`src/rtl/lzwf_pkg.sv`:
```
`timescale 1ns / 1ps
`default_nettype none
// ----------------------------------------------------------------------------
// lzwf_pkg
// Types, constants and helpers shared by the fixed-width LZW encoder.
// ----------------------------------------------------------------------------
package lzwf_pkg;

	localparam int CODE_BITS = 12;
	localparam int CW        = CODE_BITS;
	localparam int NW        = CODE_BITS + 1;
	localparam int HB        = CODE_BITS + 1;
	localparam int OUT_W     = 12;
	localparam int H_DEPTH   = 1 << HB;
	localparam int D_DEPTH   = 1 << CW;
	localparam int FQ_AW     = 1;
	localparam int FQ_DEPTH  = 1 << FQ_AW;

	localparam logic [CW-1:0] CLEAR_MARK  = CW'(256);
	localparam logic [CW-1:0] FIRST_FREE  = CW'(257);
	localparam logic [NW-1:0] FIRST_FREE_N = NW'(257);
	localparam logic [NW-1:0] TABLE_FULL  = NW'(D_DEPTH);

	typedef enum logic [2:0] {
		ST_CLEAR,
		ST_IDLE,
		ST_HREAD,
		ST_DREAD,
		ST_EMIT
	} state_t;

	typedef struct packed {
		logic [CW-1:0] parent;
		logic [7:0]    sym;
		logic [HB-1:0] slot;
	} dict_ent_t;

	typedef struct packed {
		logic            h_rd_en;
		logic [HB-1:0]   h_rd_addr;
		logic            h_wr_en;
		logic [HB-1:0]   h_wr_addr;
		logic [CW-1:0]   h_wr_data;
		logic            d_rd_en;
		logic [CW-1:0]   d_rd_addr;
		logic            d_wr_en;
		logic [CW-1:0]   d_wr_addr;
		dict_ent_t       d_wr_data;
	} dict_req_t;

	typedef struct packed {
		logic [CW-1:0] h_rd_data;
		dict_ent_t     d_rd_data;
	} dict_rsp_t;

	typedef struct packed {
		logic [OUT_W-1:0] code;
		logic             last;
		logic             eos;
	} result_t;

	function automatic logic [HB-1:0] lzwf_hash(input logic [CW-1:0] p, input logic [7:0] b);
		return {1'b0, p} ^ {b, {(HB-8){1'b0}}};
	endfunction

	function automatic logic [CW-1:0] lzwf_lit(input logic [7:0] b);
		return {{(CW-8){1'b0}}, b};
	endfunction

	function automatic logic [OUT_W-1:0] lzwf_out(input logic [CW-1:0] c);
		logic [CW+OUT_W-1:0] ext;
		ext = {{OUT_W{1'b0}}, c};
		return ext[OUT_W-1:0];
	endfunction

endpackage
`default_nettype wire

```
`src/rtl/lzwf_out_fifo.sv`:
```
`timescale 1ns / 1ps
`default_nettype none
// ----------------------------------------------------------------------------
// lzwf_out_fifo
// Small result queue; its head register drives the output channel.
// ----------------------------------------------------------------------------
module lzwf_out_fifo
	import lzwf_pkg::*;
(
	input  wire     clk,
	input  wire     arst_n,
	input  wire     push,
	input  result_t push_data,
	output logic    full,
	output logic    head_valid,
	input  wire     pop,
	output result_t head
);

	result_t          mem [FQ_DEPTH];
	logic [FQ_AW-1:0] wr_ptr_q;
	logic [FQ_AW-1:0] rd_ptr_q;
	logic [FQ_AW:0]   cnt_q;
	logic             do_push;
	logic             do_pop;

	assign full       = (cnt_q == (FQ_AW+1)'(FQ_DEPTH));
	assign head_valid = (cnt_q != '0);
	assign do_push    = push && !full;
	assign do_pop     = pop && head_valid;
	assign head       = mem[rd_ptr_q];

	always_ff @(posedge clk or negedge arst_n) begin
		if (!arst_n) begin
			wr_ptr_q <= '0;
			rd_ptr_q <= '0;
			cnt_q    <= '0;
		end else begin
			if (do_push) begin
				wr_ptr_q <= wr_ptr_q + 1'b1;
			end
			if (do_pop) begin
				rd_ptr_q <= rd_ptr_q + 1'b1;
			end
			case ({do_push, do_pop})
				2'b10:   cnt_q <= cnt_q + 1'b1;
				2'b01:   cnt_q <= cnt_q - 1'b1;
				default: cnt_q <= cnt_q;
			endcase
		end
	end

	always_ff @(posedge clk) begin
		if (do_push) begin
			mem[wr_ptr_q] <= push_data;
		end
	end

endmodule
`default_nettype wire

```
`config.mk`:
```
export PLATFORM = sky130hd
export DESIGN_NAME = lzwf_out_fifo
export DESIGN_NICKNAME = d
export VERILOG_FILES = /design/src/rtl/lzwf_pkg.sv /design/src/rtl/lzwf_out_fifo.sv
export SDC_FILE = /design/constraint.sdc
export NUM_CORES = 1
export LEC_CHECK = 0
export BUFFER_PORTS_ARGS = -buffer_cell sky130_fd_sc_hd__buf_2
export CORE_ASPECT_RATIO = 0.7
export CORE_UTILIZATION = 40
export DETAILED_ROUTE_END_ITERATION = 8
export MAX_ROUTING_LAYER = met4
export PLACE_DENSITY = 0.68
export SLEW_MARGIN = 20
export SYNTH_ARGS = -nofsm -noshare
export SYNTH_HDL_FRONTEND = slang
export SYNTH_SLANG_ARGS = --single-unit
```
`constraint.sdc`:
```
create_clock -name clk -period 1.9 [get_ports clk]
set_input_delay 0.095 -clock clk [delete_from_list [all_inputs] [get_ports clk]]
set_output_delay 0.095 -clock clk [all_outputs]
set_load 0.05 [all_outputs]
```
### Word-level counts from Yosys, hierarchy flattened

Memory sizes are Yosys's and may differ from the RTL's.
Index checks and enable logic that the tools add are counted.

* $add $sub $neg: 4
* equal/unequal tests: 3
* mux-type cells: 3
* reduce and logical (&&, ||, !) cells: 5

Operators by type and width (number)
* 2-bit equality test, second input constant: 2
* 2-bit one-hot mux with 2 select lines: 1
* 2-bit nonzero test: 2
* 1-bit adder, second input constant: 2
* 2-bit by 1-bit adder with 2-bit output, second input constant: 1
* 2-bit by 1-bit equality test with 1-bit output, second input constant: 1
* 1-bit logical AND: 2
* 1-bit two-way mux: 2
* 2-bit by 1-bit subtractor with 2-bit output, second input constant: 1
* 1-bit logical NOT: 1

* register bits after elaboration: 4
* memory bits (writable): 28
* input bits: 18
* output and inout port bits: 16
* word-level logic and storage cells: 19
* memories kept: 1

Memory list
* mem: depth 2, bits a word 14, rd ports 1, clocked after Yosys merged registers in 0, write ports 1, line lzwf_out_fifo.sv:20 `result_t mem [FQ_DEPTH];`

### Longest topological paths before layout

* word-level depth: 5
* gate-level depth with buffers: 6
* depth with buffers taken out: 6

### Worst setup path before layout

No wires, ideal clock.

* path kind: register to register
* from: register cnt_q[0]
* to: register cnt_q[1]
* library setup time: 0.079 ns
* arrival time: 1.625 ns
* required time: 1.821 ns
* slack: 0.196 ns
* stages on the path, launching flop included: 6
* path buffers: 0
* clock period less this slack: 1.704 ns
* cell sequence: dfrtp_1 or2_1 and2_4 ha_1 nor2_1 xor2_1

* elaborated cells on any way between the ends: 11
* those cells by class: 2 x add/sub; 3 x eq/ne; 1 x mux; 5 x reduce/logical

RTL lines
* from (decl): line lzwf_out_fifo.sv:23 `logic [FQ_AW:0] cnt_q;`
* from (signal assigned): line lzwf_out_fifo.sv:46 `2'b10: cnt_q <= cnt_q + 1'b1;`
* from (signal assigned): line lzwf_out_fifo.sv:47 `2'b01: cnt_q <= cnt_q - 1'b1;`
* from (signal assigned): line lzwf_out_fifo.sv:48 `default: cnt_q <= cnt_q;`
* 2-bit nonzero test (*): line lzwf_out_fifo.sv:28 `assign head_valid = (cnt_q != '0);`
* net head_valid: line lzwf_out_fifo.sv:15 `output logic head_valid,`
* 1-bit logical AND (*): line lzwf_out_fifo.sv:30 `assign do_pop = pop && head_valid;`
* net do_pop: line lzwf_out_fifo.sv:25 `logic do_pop;`
* 2-bit by 1-bit equality test with 1-bit output or 2-bit equality test (tied branches): line lzwf_out_fifo.sv:45 `case ({do_push, do_pop})`
* 2-bit one-hot mux with 2 select lines or 2-bit nonzero test (tied branches)

The timed path passes the listed nets; every way through them passes the cells marked *.
A chain may end at the register's enable or synchronous reset.

==> results.py <==
metrics = {
    "status": {
        "status": "finished clean",
    },
    "drt": {
        "dr.pass1.iters": 3,
        "routed_via_density": 4.53,
        "drt_iter0_drc": 23,
        "via_count": 652,
        "ant_nets": 0,
        "drt-wirelength-per-cell_um": 13.3,
        "drc": 0,
        "routed_wl_um": 1910,
    },
    "die": {
        "die_h_um": 48.1,
        "num_io_pins": 34,
        "die_w_um": 67.8,
        "start_util": 0.427,
        "rows": 16,
        "core_area_um2": 2840,
        "die-area_um2": 3260,
    },
    "place": {
        "place_congestion": 0.626,
        "portBuffers": 33,
        "place_hpwl_um": 1330,
    },
    "yosys": {
        "synth_edf_count": 28,
        "synthMuxAreaShare": 0.130,
        "netlist_area_um2": 1210,
        "async_flop_share": 0.125,
        "syn_nets": 81,
        "synthAdderAreaFrac": 0.0103,
        "synth_area_per_cell_um2": 19.6,
        "synth_area_leader_cell": "edfxtp_1",
        "netlist.area_leader.share": 0.693,
        "ys_ff_latch": 32,
        "synth_area_leaders": "edfxtp_1 (69%), mux2_2 (13%), dfrtp_1 (8.2%)",
        "syn_inst": 62,
        "synth_top_family_by_area": "multiplexers",
        "synth-simple-area-share": 0.0320,
        "synth-xor-area-share": 0.0361,
        "yosys_warnings": 0,
        "synth_common_cells": "edfxtp_1 (28), mux2_2 (14), dfrtp_1 (4), xnor2_1 (3)",
        "synth_cell_type_count": 15,
        "yosysMostFrequentCell": "edfxtp_1",
        "ys_seq_area_frac": 0.775,
        "synthFlopType": "edfxtp_1",
        "synth_compound_area_frac": 0,
    },
    "worst_setup_path": {
        "rr_startpoint": "cnt_q[1]$_DFFE_PN0P_",
        "start_kind": "flip-flop",
        "crit_path_top_delay_cell": "dfrtp_1",
        "cp_top_family": "flip-flops",
        "critical_path_buf_inv_count": 2,
        "r2r_cells": 5,
        "path_max_fanout": 9,
        "max_stage_delay_ns": 0.52,
        "worst-path-stages": 3,
        "cp.required_ns": 1.80,
        "cp_data_arrival_time_ns": 1.61,
        "end_kind": "output pin",
        "cp-startpoint": "rd_ptr_q$_DFFE_PN0P_",
        "path_cells": "buf_4, mux2_2, buf_2",
        "worstSetupPathType": "flip-flop to output pin",
    },
    "power": {
        "p_total_mw": 2.89,
        "worst_ir_drop_vdd_uv": 919,
        "leakage_nw": 0.631,
        "powerDensity_nw_per_um2": 1830,
    },
    "sta": {
        "finalCritPeriodShare": 0.899,
        "fin_tns_setup_ns": 0,
        "relSlewSlack": 0.790,
        "slew_viol_final": 0,
        "clock_skew_ns": 0.00632,
        "worstMarginPinSlew_ns": 0.316,
        "rsz0062_at_grt": "false",
        "setup_viol": 0,
        "fmax_mhz": 586,
        "hold_viol": 0,
        "min_period_ns": 1.71,
    },
    "min_path": {
        "min_path_type": "primary input to flip-flop",
        "min_path_cells": 1,
        "min_from": "push_data[11]",
    },
    "layout": {
        "regArea_um2": 941,
        "synthToLayoutAreaGrowth_pct": 30.0,
        "num_antenna_cells": 0,
        "fin_nets": 126,
        "drive_above_1_share": 0.537,
        "multi_input_area_um2": 253,
        "fill_cells": 244,
    },
    "cts": {
        "clk_path_buf_depth": 2,
        "cts_root_buffer": "clkbuf_8",
        "clock-sinks": 32,
        "postCtsSetupBuffers": 0,
        "cts_tree": "yes",
        "numCtsBuffers": 5,
        "clock_latency_ns": 0.27,
        "htree_levels": 2,
        "path_clk_slew_ns": 0.06,
        "holdBufCountCts": 3,
        "ctsResizeCount": 0,
    },
    "grt": {
        "antenna_found_initial": 0,
        "grt_pass1_vias": 596,
        "grt_pass1_wl_um": 2820,
        "grtUsageTotal": 0.135,
        "grt_overflow": 0,
        "grt_max_degree": 15,
    },
    "run": {
        "maxCapViolCount": 0,
    },
}
-- where the power goes --
part,switching [mW],internal [mW],leakage [nW],total (mW)
clock,0.226,0.389,0.0552,0.614
combinational,0.835,0.379,0.269,1.21
sequential,0.0891,0.974,0.307,1.06
total,1.15,1.74,0.631,2.89
-- sequential cells by signal, summed over array words and instances, names as in the netlist --
register,flops
rd_ptr_q,1
cnt_q,2
mem,28
wr_ptr_q,1
-- stage by stage --
| stage | cells | util | hold WS [ns] | worst slack (ns) | instance area, um^2 |
|---|---|---|---|---|---|
| floorplan | 62 | - | -0.201 | 0.196 | 1210 |
| global placement | 132 | 0.503 | -0.0955 | 0.464 | 1430 |
| detailed placement | 132 | 0.503 | -0.0921 | 0.405 | 1430 |
| CTS | 143 | 0.551 | 0.00157 | 0.163 | 1570 |
| global route | 144 | 0.555 | 0.00207 | 0.101 | 1580 |
| finish | 144 | 0.555 | 0.0102 | 0.192 | 1580 |
-- layout make-up --
type | instances | area share
multi-input cells | 27 | 0.160
clock inverters | 2 | 0.0222
flip-flops and latches | 32 | 0.596
inverters | 1 | 0.00238
well taps | 36 | 0.0285
repair buffers | 40 | 0.144
clock buffers | 6 | 0.0460
-- final timing paths --
kind                                         to  slack [ns]
hold reg to reg            wr_ptr_q$_DFFE_PN0N_        0.50
setup reg to reg           cnt_q[1]$_DFFE_PN0P_        0.39
hold / removal             mem[0][11]$_DFFE_PP_        0.01
min in group asynchronous  wr_ptr_q$_DFFE_PN0N_        0.16
setup / recovery                        head[3]        0.19
max in group asynchronous  rd_ptr_q$_DFFE_PN0P_        1.61
-- metal layers --
| layer | global-route usage | up-vias | wire [um] |
|---|---|---|---|
| met5 | - | - | 0 |
| met4 | 0.0125 | 0 | 0 |
| met3 | 0.0714 | 0 | 116 |
| met2 | 0.198 | 21 | 886 |
| met1 | 0.172 | 310 | 909 |
| li1 | - | 321 | - |
-- cell families after synthesis --
| group | Yosys count |
|---|---|
| flops | 32 |
| mux | 14 |
| simple gates | 7 |
| xor+xnor | 5 |
| buf+inv | 3 |
| fa+ha+maj | 1 |
-- layout by cell type (no fill, tap or decap), types with 2 or more instances in the layout --
master	n
buf_2	33
nor2_1	2
buf_4	3
xnor2_1	3
xor2_1	2
dfrtp_1	4
clkbuf_8	5
edfxtp_1	28
dlygate4sd3_1	4
mux2_2	14
No activity file was read; power rests on OpenSTA's default activity.
